File: config.mk
export PLATFORM = sky130hd
export DESIGN_NAME = dotted_ipv4_address_parser
export DESIGN_NICKNAME = d
export VERILOG_FILES = /design/src/rtl/dipa_pkg.sv /design/src/rtl/dipa_step.sv /design/src/rtl/dotted_ipv4_address_parser.sv
export SDC_FILE = /design/constraint.sdc
export NUM_CORES = 1
export LEC_CHECK = 0
export BUFFER_PORTS_ARGS = -buffer_cell sky130_fd_sc_hd__clkbuf_2
export CAP_MARGIN = 0
export CORE_MARGIN = 1.5
export CORE_UTILIZATION = 35
export CTS_CLUSTER_SIZE = 10
export DETAILED_ROUTE_END_ITERATION = 7
export PLACE_DENSITY = 0.47
export SLEW_MARGIN = 20
export SYNTH_ARGS = -nofsm -noshare
export SYNTH_HDL_FRONTEND = slang
export SYNTH_HIERARCHICAL = 1
export SYNTH_SLANG_ARGS = --single-unit
File: constraint.sdc
create_clock -name clk -period 4.7 [get_ports clk]
set_input_delay 0.94 -clock clk [delete_from_list [all_inputs] [get_ports clk]]
set_output_delay 0.94 -clock clk [all_outputs]
set_load 0.02 [all_outputs]
File: src/rtl/dipa_pkg.sv
`default_nettype none

package dipa_pkg;

    localparam logic [7:0] CHAR_DOT  = 8'h2E;
    localparam logic [7:0] CHAR_ZERO = 8'h30;
    localparam logic [7:0] CHAR_NINE = 8'h39;

    // dots taken before any further character is an error
    localparam logic [2:0] MAX_PARTS = 3'd4;

    // part counts after the open part is closed
    localparam logic [2:0] FORM_A    = 3'd1;
    localparam logic [2:0] FORM_AB   = 3'd2;
    localparam logic [2:0] FORM_ABC  = 3'd3;
    localparam logic [2:0] FORM_ABCD = 3'd4;

    typedef logic [3:0][31:0] part_array_t;

    typedef struct packed {
        logic [31:0] accumulator;
        part_array_t part_values;
        logic [2:0]  parts_done;
        logic        inside_part;
        logic        error_seen;
    } parse_state_t;

    localparam parse_state_t STATE_CLEAR = '0;

endpackage

`default_nettype wire

File: src/rtl/dipa_step.sv
`default_nettype none

// One character of parsing plus the end-of-string combine.
module dipa_step
(
    input  wire dipa_pkg::parse_state_t cur,
    input  wire logic [7:0]             char_code,
    input  wire logic                   has_char,
    output dipa_pkg::parse_state_t      nxt,
    output logic [31:0]                 address,
    output logic                        status
);

    logic [3:0]            digit;
    dipa_pkg::part_array_t parts;
    logic [2:0]            count;
    logic [31:0]           combined;
    logic                  bad;

    assign digit = 4'(char_code - dipa_pkg::CHAR_ZERO);

    always_comb
    begin
        nxt = cur;
        if (has_char)
        begin
            priority if (cur.parts_done >= dipa_pkg::MAX_PARTS)
            begin
                nxt.error_seen = 1'b1;
            end
            else if (char_code == dipa_pkg::CHAR_DOT)
            begin
                nxt.part_values[cur.parts_done[1:0]] = cur.accumulator;
                nxt.parts_done  = cur.parts_done + 3'd1;
                nxt.accumulator = '0;
                nxt.inside_part = 1'b0;
            end
            else if (char_code >= dipa_pkg::CHAR_ZERO && char_code <= dipa_pkg::CHAR_NINE)
            begin
                // x*10 as x*8 + x*2, wraps at 32 bits
                nxt.accumulator = (cur.accumulator << 3) + (cur.accumulator << 1)
                                  + {28'd0, digit};
                nxt.inside_part = 1'b1;
            end
            else
            begin
                nxt.error_seen = 1'b1;
            end
        end
    end

    // close the open part, if any
    always_comb
    begin
        parts = nxt.part_values;
        count = nxt.parts_done;
        if (nxt.inside_part && (nxt.parts_done < dipa_pkg::MAX_PARTS))
        begin
            parts[nxt.parts_done[1:0]] = nxt.accumulator;
            count = nxt.parts_done + 3'd1;
        end
    end

    always_comb
    begin
        bad      = nxt.error_seen;
        combined = '0;
        unique case (count)
            dipa_pkg::FORM_A:
                combined = parts[0];
            dipa_pkg::FORM_AB:
                combined = {parts[0][7:0], parts[1][23:0]};
            dipa_pkg::FORM_ABC:
                combined = {parts[0][7:0], parts[1][7:0], parts[2][15:0]};
            dipa_pkg::FORM_ABCD:
                combined = {parts[0][7:0], parts[1][7:0], parts[2][7:0], parts[3][7:0]};
            default:
                bad = 1'b1;   // empty string
        endcase
        address = bad ? 32'd0 : combined;
        status  = bad;
    end

endmodule

`default_nettype wire

File: src/rtl/dotted_ipv4_address_parser.sv
// Dotted IPv4 address parser.
//
// Input channel: one request per character (char_code, has_char, is_last),
// taken when in_valid is high and in_stall is low. is_last closes the string;
// has_char = 0 with is_last = 1 ends a string without a character, and
// has_char = 0 with is_last = 0 is ignored.
// Output channel: one request per string (address, status), held on the
// ports while out_valid is high and out_stall is high.
// Timing: a request is held in the input register and applied to the parse
// state as it leaves; a string's result is registered for out_valid as its
// last request leaves. One request per cycle is taken unless a last one waits;
// the per-character path is one shift-add (x*10 + digit) and the combine mux.
// Stall: only a last request waits, and only while a result is still held on
// a stalled output; other characters keep flowing into the state.
// Reset: clears the input and output valids and the parse state; the first
// request after reset starts a new string.
`default_nettype none

module dotted_ipv4_address_parser
(
    input  wire logic        clk,
    input  wire logic        rst_n,
    input  wire logic        in_valid,
    output logic             in_stall,
    input  wire logic [7:0]  char_code,
    input  wire logic        has_char,
    input  wire logic        is_last,
    output logic             out_valid,
    input  wire logic        out_stall,
    output logic [31:0]      address,
    output logic             status
);

    // input register
    logic        s1_valid_reg, s1_valid_next;
    logic [7:0]  s1_char_reg;
    logic        s1_has_reg;
    logic        s1_last_reg;

    // parse state of the string in progress
    dipa_pkg::parse_state_t state_reg, state_next;
    dipa_pkg::parse_state_t step_state;

    // result register
    logic        out_valid_reg, out_valid_next;
    logic [31:0] address_reg;
    logic        status_reg;

    logic [31:0] step_address;
    logic        step_status;
    logic        out_free;
    logic        consume;
    logic        load;

    dipa_step u_step
    (
        .cur       (state_reg),
        .char_code (s1_char_reg),
        .has_char  (s1_has_reg),
        .nxt       (step_state),
        .address   (step_address),
        .status    (step_status)
    );

    assign out_free = !out_valid_reg || !out_stall;
    // a last character needs a free result slot; others never wait
    assign consume  = s1_valid_reg && (!s1_last_reg || out_free);
    assign in_stall = s1_valid_reg && !consume;
    assign load     = in_valid && !in_stall;

    always_comb
    begin
        s1_valid_next = s1_valid_reg;
        if (load)
        begin
            s1_valid_next = 1'b1;
        end
        else if (consume)
        begin
            s1_valid_next = 1'b0;
        end
    end

    always_comb
    begin
        state_next = state_reg;
        if (consume)
        begin
            state_next = s1_last_reg ? dipa_pkg::STATE_CLEAR : step_state;
        end
    end

    always_comb
    begin
        out_valid_next = out_valid_reg;
        if (consume && s1_last_reg)
        begin
            out_valid_next = 1'b1;
        end
        else if (out_valid_reg && !out_stall)
        begin
            out_valid_next = 1'b0;
        end
    end

    always_ff @(posedge clk or negedge rst_n)
    begin
        if (!rst_n)
        begin
            s1_valid_reg  <= 1'b0;
            out_valid_reg <= 1'b0;
            state_reg     <= dipa_pkg::STATE_CLEAR;
        end
        else
        begin
            s1_valid_reg  <= s1_valid_next;
            out_valid_reg <= out_valid_next;
            state_reg     <= state_next;
        end
    end

    always_ff @(posedge clk)
    begin
        if (load)
        begin
            s1_char_reg <= char_code;
            s1_has_reg  <= has_char;
            s1_last_reg <= is_last;
        end
        if (consume && s1_last_reg)
        begin
            address_reg <= step_address;
            status_reg  <= step_status;
        end
    end

    assign out_valid = out_valid_reg;
    assign address   = address_reg;
    assign status    = status_reg;

endmodule

`default_nettype wire

==> flow_metrics.tcl, run 1 <==
set metrics [dict create \
    setup_viol 0 \
    crit_required_ps 4920 \
    io_pins 49 \
    path_max_fanout 8 \
    htree_num_levels 4 \
    cp.arrival_ps 4240 \
    ys_warn_count 6 \
    status "finished, final reports clean" \
    min_period_ps 4020 \
    grt_first_pass_wirelength_um 71300 \
    r2r_start "state_reg[135]" \
    drtIter0Drc 996 \
    drv_cap 0 \
    wl_per_cell_um 22.8 \
    period_share_pct 85.6 \
    cts_tree "done" \
    drv_slew 0 \
    synthesis.nets 1635 \
    grt_pass1_vias 11500 \
    clk-insertion-delay-late_ps 460 \
    cts.clk_slew.worst_paths_ps 70 \
    grt_setup_unrepaired "false" \
    hold_path.class "in -> async" \
    cts_resized 0 \
    fmax_mhz 249 \
    antenna_found_initial 1 \
    hold_viol_final 0 \
    syn2layout_area_growth_pct 6.78 \
    seq_area_um2 4280 \
    p_per_area_nw_per_um2 227 \
    combPwrFrac_pct 10.3 \
    leakage_nw 6.39 \
    syn_inst 1553 \
    drc 0 \
    hpwl_um 31100 \
    gp_congestion 0.863 \
    dr.pass1.iters 5 \
    post_cts_buffers 0 \
    worst-setup-path-type "reg -> reg" \
    switchingPower_mw 0.921 \
    design.core.area_um2 37800 \
    antenna_cells 0 \
    chipWidth_um 200 \
    hold_buffers 0 \
    cts-root-buf "clkbuf_16" \
    dieHeight_um 200 \
    dieArea_um2 39900 \
    grt.total_usage_pct 23.6 \
    drtAntennaViolNets 0 \
    skew_ps 13.6 \
    clockPowerShare_pct 43.5 \
    grt_max_degree 235 \
    power.internal_mw 2.36 \
    overflow 0 \
    crit_start "state_reg[135]" \
    final_area_um2 14500 \
    syn_avg_cell_area_um2 8.72 \
    clock_sinks 162 \
    switching_share_pct 28.0 \
    tightestPinTransition_ps 1210 \
    dpl_cell_area_um2 13900 \
    numCtsBuffers 17 \
    core.rowCount 71 \
    pwr-share-seq_pct 46.2 \
    fill_cells 3889 \
    multiInputGateArea_um2 8390 \
    wl_um 45900 \
    clock_path_buffers 2 \
    dp.cells 1981 \
    utilization_pct 38.2 \
    tns_ps 0 \
    slew_headroom_pct 19.2 \
    synth_area_um2 13500 \
    final_cell_count_no_fill 2013 \
    io_buffers 48 \
    initial_core_util_pct 35.8 \
    cp-end-kind "register" \
    cp-start-kind "register" \
    drive_gt1_share_pct 15.0 \
    vias 12000 \
    vias_per_cell 5.96 \
    ir_worst_vdd_mv 0.249 \
    nets 1571 \
    largest_register_ffs 117 \
]
## layer usage
metal | global-route usage (%) | vias to the layer above | wire length [um]
li1 | - | 5661 | -
met1 | 33.0 | 5984 | 22000
met2 | 37.5 | 311 | 21000
met3 | 2.89 | 51 | 1850
met4 | 7.91 | 0 | 1020
met5 | 0 | - | 0
## through the flow
step / total power [mW] / setup slack, ps / hold slack [ps]
after floorplan: 1.76 / 1230 / 472
after global placement: 1.88 / 715 / 485
after detailed placement: 1.88 / 698 / 497
after CTS: 3.33 / 672 / 493
after global routing: 3.40 / 448 / 530
final: 3.28 / 677 / 469
## power groups by stage
stage,clock [mW],combinational (mW),sequential [mW]
final,1.43,0.337,1.52
after global routing,1.51,0.363,1.52
after CTS,1.47,0.339,1.52
after detailed placement,0,0.338,1.55
after global placement,0,0.337,1.54
after floorplan,0,0.238,1.52
## critical path, stage by stage, from the launching register on
cell and delay (ps):
dfrtp_1 500, inv_1 120, fa_1 540, fa_1 290, nor2b_4 60, o31a_1 320
o311ai_4 490, a31oi_1 280, or3_1 370, a32oi_1 310, a211oi_1 190, o31a_1 300
## placed cells by master, fill, tap and decap left out, types with 4 or more instances in the layout
cell type and n:
o21ai_0 61, a22oi_1 11, o21a_1 8, o211ai_1 35, nand2_1 87, a31o_2 4, o31ai_1 7, nand3b_1 119
nand3_1 130, nor3_1 10, xnor2_1 10, or3_1 8, and2_1 6, a41oi_1 8, edfxtp_1 43, clkbuf_16 17
nor2_1 56, a21oi_1 40, a211oi_1 10, mux2_2 90, mux2i_1 17, dfrtp_1 117, or2_2 10, xor2_1 4
a21o_1 18, o211a_1 5, a32o_1 7, buf_4 25, nand2b_1 141, a31oi_1 16, clkbuf_8 5, inv_1 32
o21bai_1 10, and3_1 9, clkbuf_2 46, nand4_1 131, o22ai_1 4, ha_1 66
## final cells by class
class / instances / share of cell area (%)
multi-input combinational: 1202 / 58.0
sequential: 162 / 29.6
tap: 511 / 4.42
clock buffer: 24 / 3.47
timing repair buffer: 73 / 3.11
inverter: 33 / 0.857
clock inverter: 8 / 0.528
## final timing paths
check,endpoint,slack (ps),cells after the start
hold / removal,state_reg[15],470,1
max in group asynchronous,state_reg[28],3210,2
hold reg to reg,state_reg[21],510,2
setup reg to reg,address[20],680,11
setup / recovery,address[20],680,11
min in group clk,state_reg[21],510,2
Power figures use the tool's default switching activity.
==> run 2, diff against run 1 <==
--- a/config.mk
+++ b/config.mk
@@ -7,7 +7,7 @@
 export LEC_CHECK = 0
 export BUFFER_PORTS_ARGS = -buffer_cell sky130_fd_sc_hd__clkbuf_2
 export CAP_MARGIN = 0
-export CORE_MARGIN = 1.5
+export CORE_MARGIN = 2
 export CORE_UTILIZATION = 35
 export CTS_CLUSTER_SIZE = 10
 export DETAILED_ROUTE_END_ITERATION = 7
==> run 2 against run 1 <==
Net effect: largest cell class unchanged; routed wire length grew 1.0%; via count increased by 0.87%; register-to-register slack lost 40 ps; non-clock buffer count is 4 higher; worst setup slack worse by 41 ps; combinational power grew 4%; hold slack improved by 33 ps.
==> flow_metrics.tcl, run 2 (same netlist as run 1, synthesis figures left out) <==
set metrics [dict create \
    io_pins 49 \
    crit_chain "inv_1, fa_1, inv_1, ha_1, a211oi_2, nor4_1, nor2_1, a2111oi_1, or4b_1, a211o_1, and3_1, o21ai_1" \
    skew_ps 13.0 \
    grt.total_usage_pct 23.0 \
    dieArea_um2 40300 \
    cts.clk_slew.worst_paths_ps 70 \
    tns_ps 0 \
    hpwl_um 31100 \
    post_cts_buffers 0 \
    vias_per_cell 5.98 \
    cp.arrival_ps 4380 \
    clk-insertion-delay-late_ps 470 \
    drtIter0Drc 1112 \
    fill_cells 3962 \
    design.core.area_um2 38400 \
    status "finished, final reports clean" \
    cts_tree "done" \
    min_period_ps 4060 \
    setup_slack_ps 636 \
    multiInputGateArea_um2 8390 \
    leakage_nw 6.45 \
    grt_pass1_vias 11600 \
    ir_worst_vdd_mv 0.246 \
    combPwrFrac_pct 10.2 \
    setup_viol 0 \
    hold_path.class "in -> async" \
    pwr-share-seq_pct 43.8 \
    p_per_area_nw_per_um2 236 \
    hold_viol_final 0 \
    cts-root-buf "clkbuf_16" \
    mostFrequentLayoutCell "nand2b_1" \
    largest_register_ffs 117 \
    overflow 0 \
    numCtsBuffers 17 \
    worst-setup-path-type "reg -> reg" \
    nets 1575 \
    clock_path_buffers 2 \
    cp-start-kind "register" \
    dpl_worst_slack_ps 731 \
    crit_slowest_cell "or4b_1" \
    switchingPower_mw 0.949 \
    syn2layout_area_growth_pct 7.63 \
    drv_slew 0 \
    cp-end-kind "register" \
    io_buffers 48 \
    period_share_pct 86.5 \
    drtAntennaViolNets 0 \
    htree_num_levels 4 \
    seq_area_um2 4280 \
    cpPeakStageDelay_ps 640 \
    final_area_um2 14600 \
    antenna_found_initial 1 \
    gp_congestion 0.917 \
    clockPowerShare_pct 46.0 \
    wl_um 46400 \
    drive_gt1_share_pct 15.3 \
    grt_max_degree 235 \
    wl_per_cell_um 22.9 \
    grt_setup_unrepaired "false" \
    cpMostUsedCell "inv_1" \
    core.rowCount 72 \
    clock_sinks 162 \
    hold_buffers 0 \
    crit_family "simple AND/OR/NAND/NOR gates" \
    grt_first_pass_wirelength_um 72000 \
    crit_required_ps 5020 \
    switching_share_pct 27.6 \
    cts_resized 0 \
    tightestPinTransition_ps 1110 \
    dpl_cell_area_um2 13900 \
    path_max_fanout 8 \
    drv_cap 0 \
    final_cell_mix "141 x nand2b_1, 131 x nand4_1, 130 x nand3_1" \
    vias 12100 \
    initial_core_util_pct 35.3 \
    chipWidth_um 201 \
    crit_buf_inv 2 \
    utilization_pct 38.0 \
    antenna_cells 0 \
    dr.pass1.iters 7 \
    dieHeight_um 201 \
    power.internal_mw 2.49 \
    drc 0 \
    fmax_mhz 246 \
    slew_headroom_pct 25.9 \
]
run 2: cell type report:
cell class,instances,share of cell area [%]
multi-input combinational,1202,57.6
clock inverter,8,0.747
inverter,33,0.850
tap,518,4.45
clock buffer,24,3.74
timing repair buffer,77,3.29
sequential,162,29.3
run 2: final timing paths:
path | start | end | slack [ps] | cells past startpoint
max | state_reg[135] | address[31] | 640 | 12
min | rst_n | state_reg[20] | 500 | 1
max reg2reg | state_reg[135] | address[31] | 640 | 12
min reg2reg | state_reg[44] | state_reg[44] | 510 | 2
max in group asynchronous | rst_n | state_reg[30] | 3280 | 2
min in group clk | state_reg[44] | state_reg[44] | 510 | 2
run 2: power groups by stage:
stage,Clock [mW],Combinational [mW],Sequential (mW)
after floorplan,0,0.238,1.52
after global placement,0,0.350,1.54
after detailed placement,0,0.350,1.54
after CTS,1.63,0.351,1.51
after global routing,1.68,0.376,1.51
final,1.58,0.350,1.51
run 2: worst register-to-register path, cell delays in order, from the launching register on:
cell and delay, ps:
dfrtp_1 500, inv_1 120, fa_1 530, inv_1 50, ha_1 310, a211oi_2 390, nor4_1 130, nor2_1 480
a2111oi_1 210, or4b_1 640, a211o_1 280, and3_1 180, o21ai_1 120
run 2: per-stage QoR:
step / hold slack, ps / power, mW / std cells
floorplan: 472 / 1.76 / 1553
global placement: 485 / 1.89 / 1992
detailed placement: 498 / 1.89 / 1992
CTS: 498 / 3.49 / 2024
global route: 534 / 3.57 / 2024
finish: 502 / 3.44 / 2024
run 2: layer usage:
layer	global-route usage [%]	wire, um
met3	3.78	1900
met1	32.2	22100
met2	36.9	21500
met4	6.22	822
met5	0	12
==> run 3, diff against run 2 <==
--- a/config.mk
+++ b/config.mk
@@ -7,11 +7,13 @@
 export LEC_CHECK = 0
 export BUFFER_PORTS_ARGS = -buffer_cell sky130_fd_sc_hd__clkbuf_2
 export CAP_MARGIN = 0
+export CELL_PAD_IN_SITES_DETAIL_PLACEMENT = 1
+export CELL_PAD_IN_SITES_GLOBAL_PLACEMENT = 1
 export CORE_MARGIN = 2
 export CORE_UTILIZATION = 35
 export CTS_CLUSTER_SIZE = 10
 export DETAILED_ROUTE_END_ITERATION = 7
-export PLACE_DENSITY = 0.47
+export PLACE_DENSITY = 0.58
 export SLEW_MARGIN = 20
 export SYNTH_ARGS = -nofsm -noshare
 export SYNTH_HDL_FRONTEND = slang
==> run 3 against run 2 <==
Net effect: routed wire length up 6.7%; critical path depth unchanged; total power shrank 0.87%; via count rose by 1.3%; hold slack improved by 10 ps; global-route usage increased by 1.6 points; worst setup slack gained 19 ps; cell count is essentially flat; clock power about the same; sequential power about the same; critical endpoint is now address[25]; highest routed layer is now met4.
==> flow_metrics.tcl, run 3 (same netlist as run 1, synthesis figures left out) <==
set metrics [dict create \
    whs_ps 512 \
    ff2ff_path_depth 12 \
    chipWidth_um 201 \
    dr.pass1.iters 5 \
    grt_use_met1_pct 35.3 \
    drive_gt1_share_pct 15.3 \
    hold_path_depth 2 \
    dieArea_um2 40300 \
    cts_resized 0 \
    globalRouteMet3Util_pct 4.09 \
    tightestPinTransition_ps 1090 \
    tns_ps 0 \
    skew_ps 10.3 \
    drv_slew 0 \
    worst-setup-path-type "reg -> reg" \
    syn2layout_area_growth_pct 7.41 \
    drv_cap 0 \
    rrSetupSlack_ps 660 \
    hold_path_end "state_reg[104]" \
    grt_util_met2_pct 39.1 \
    seq_area_um2 4280 \
    grt_setup_unrepaired "false" \
    antenna_cells 0 \
    period_share_pct 86.1 \
    wl_per_cell_um 24.4 \
    gp_congestion 0.844 \
    drtAntennaViolNets 0 \
    hold_path.class "reg -> reg" \
    fill_cells 4576 \
    hold_buffers 0 \
    nets 1576 \
    r2r-end "address[25]" \
    cts-root-buf "clkbuf_16" \
    mostFrequentLayoutCell "nand2b_1" \
    drtIter0Drc 843 \
    clock_path_buffers 2 \
    grt_pass1_vias 12400 \
    clk-insertion-delay-late_ps 470 \
    cp.arrival_ps 4330 \
    io_pins 49 \
    cp-start-kind "register" \
    clock_sinks 162 \
    htree_num_levels 4 \
    r2r_start "state_reg[133]" \
    multiInputGateArea_um2 8390 \
    hpwl_um 33000 \
    dpl_worst_slack_ps 745 \
    setup_viol 0 \
    p_per_area_nw_per_um2 235 \
    drc 0 \
    cp-end-kind "register" \
    utilization_pct 37.9 \
    wl_um 49400 \
    core.rowCount 72 \
    min_period_ps 4040 \
    initial_core_util_pct 35.3 \
    hp-start "state_reg[104]" \
    antenna_found_initial 0 \
    slew_headroom_pct 27.3 \
    io_buffers 48 \
    grt.total_usage_pct 24.6 \
    numCtsBuffers 17 \
    dieHeight_um 201 \
    path_max_fanout 8 \
    grt_first_pass_wirelength_um 77300 \
    vias_per_cell 6.06 \
    crit_required_ps 4980 \
    overflow 0 \
    post_cts_buffers 0 \
    cts_tree "done" \
    status "finished, final reports clean" \
    hold_viol_final 0 \
    finalPower_mw 3.41 \
    largest_register_ffs 117 \
    setup_slack_ps 655 \
    cts.clk_slew.worst_paths_ps 70 \
    final_cell_mix "141 x nand2b_1, 131 x nand4_1, 130 x nand3_1" \
    fmax_mhz 247 \
    grt_max_degree 235 \
    design.core.area_um2 38400 \
    ir_worst_vdd_mv 0.248 \
    top_usage_layer "met2" \
    vias 12300 \
    leakage_nw 6.43 \
]
## run 3: layout make-up
type | count | share of cell area [%]
clock buffer | 17 | 2.93
clock inverter | 15 | 1.32
inverter | 33 | 0.852
multi-input combinational | 1202 | 57.7
sequential | 162 | 29.4
tap | 518 | 4.46
timing repair buffer | 78 | 3.35
## run 3: worst max path at each step
| stage | start | end | slack [ps] | cells after the start |
|---|---|---|---|---|
| 6_report | state_reg[133] | address[25] | 660 | 12 |
| 3_3_place_gp | state_reg[134] | address[30] | 830 | 12 |
| 2_1_floorplan | state_reg[133] | address[12] | 1230 | 11 |
| 5_1_grt | state_reg[133] | state_reg[164] | 330 | 14 |
| 3_5_place_dp | state_reg[133] | address[31] | 740 | 12 |
| 4_1_cts | state_reg[133] | address[19] | 690 | 12 |
## run 3: critical path: stages, from the launching register on
cell and delay, ps:
dfrtp_1 500, inv_1 120, fa_1 560, inv_1 60
ha_1 310, a211oi_2 400, nor4_1 110, nor2_1 410
a211oi_1 270, o21ai_0 310, mux2_2 360, and3_1 180
o32ai_1 260
## run 3: metal layers
metal,part of all wire (%),wire length (um)
met2,46,22800
met4,0.94,467
met5,0,0
met1,49,24100
met3,4.2,2090
## run 3: power by group
part           internal, mW  leakage, nW  switching (mW)
combinational        0.0962         4.07           0.252
sequential             1.47         2.07          0.0447
clock                 0.884        0.294           0.665
## run 3: stage by stage
step | instances | cell area, um2
global placement | 1993 | 13900
floorplan | 1553 | 13500
finish | 2025 | 14500
global route | 2025 | 14500
detailed placement | 1993 | 13900
CTS | 2025 | 14500
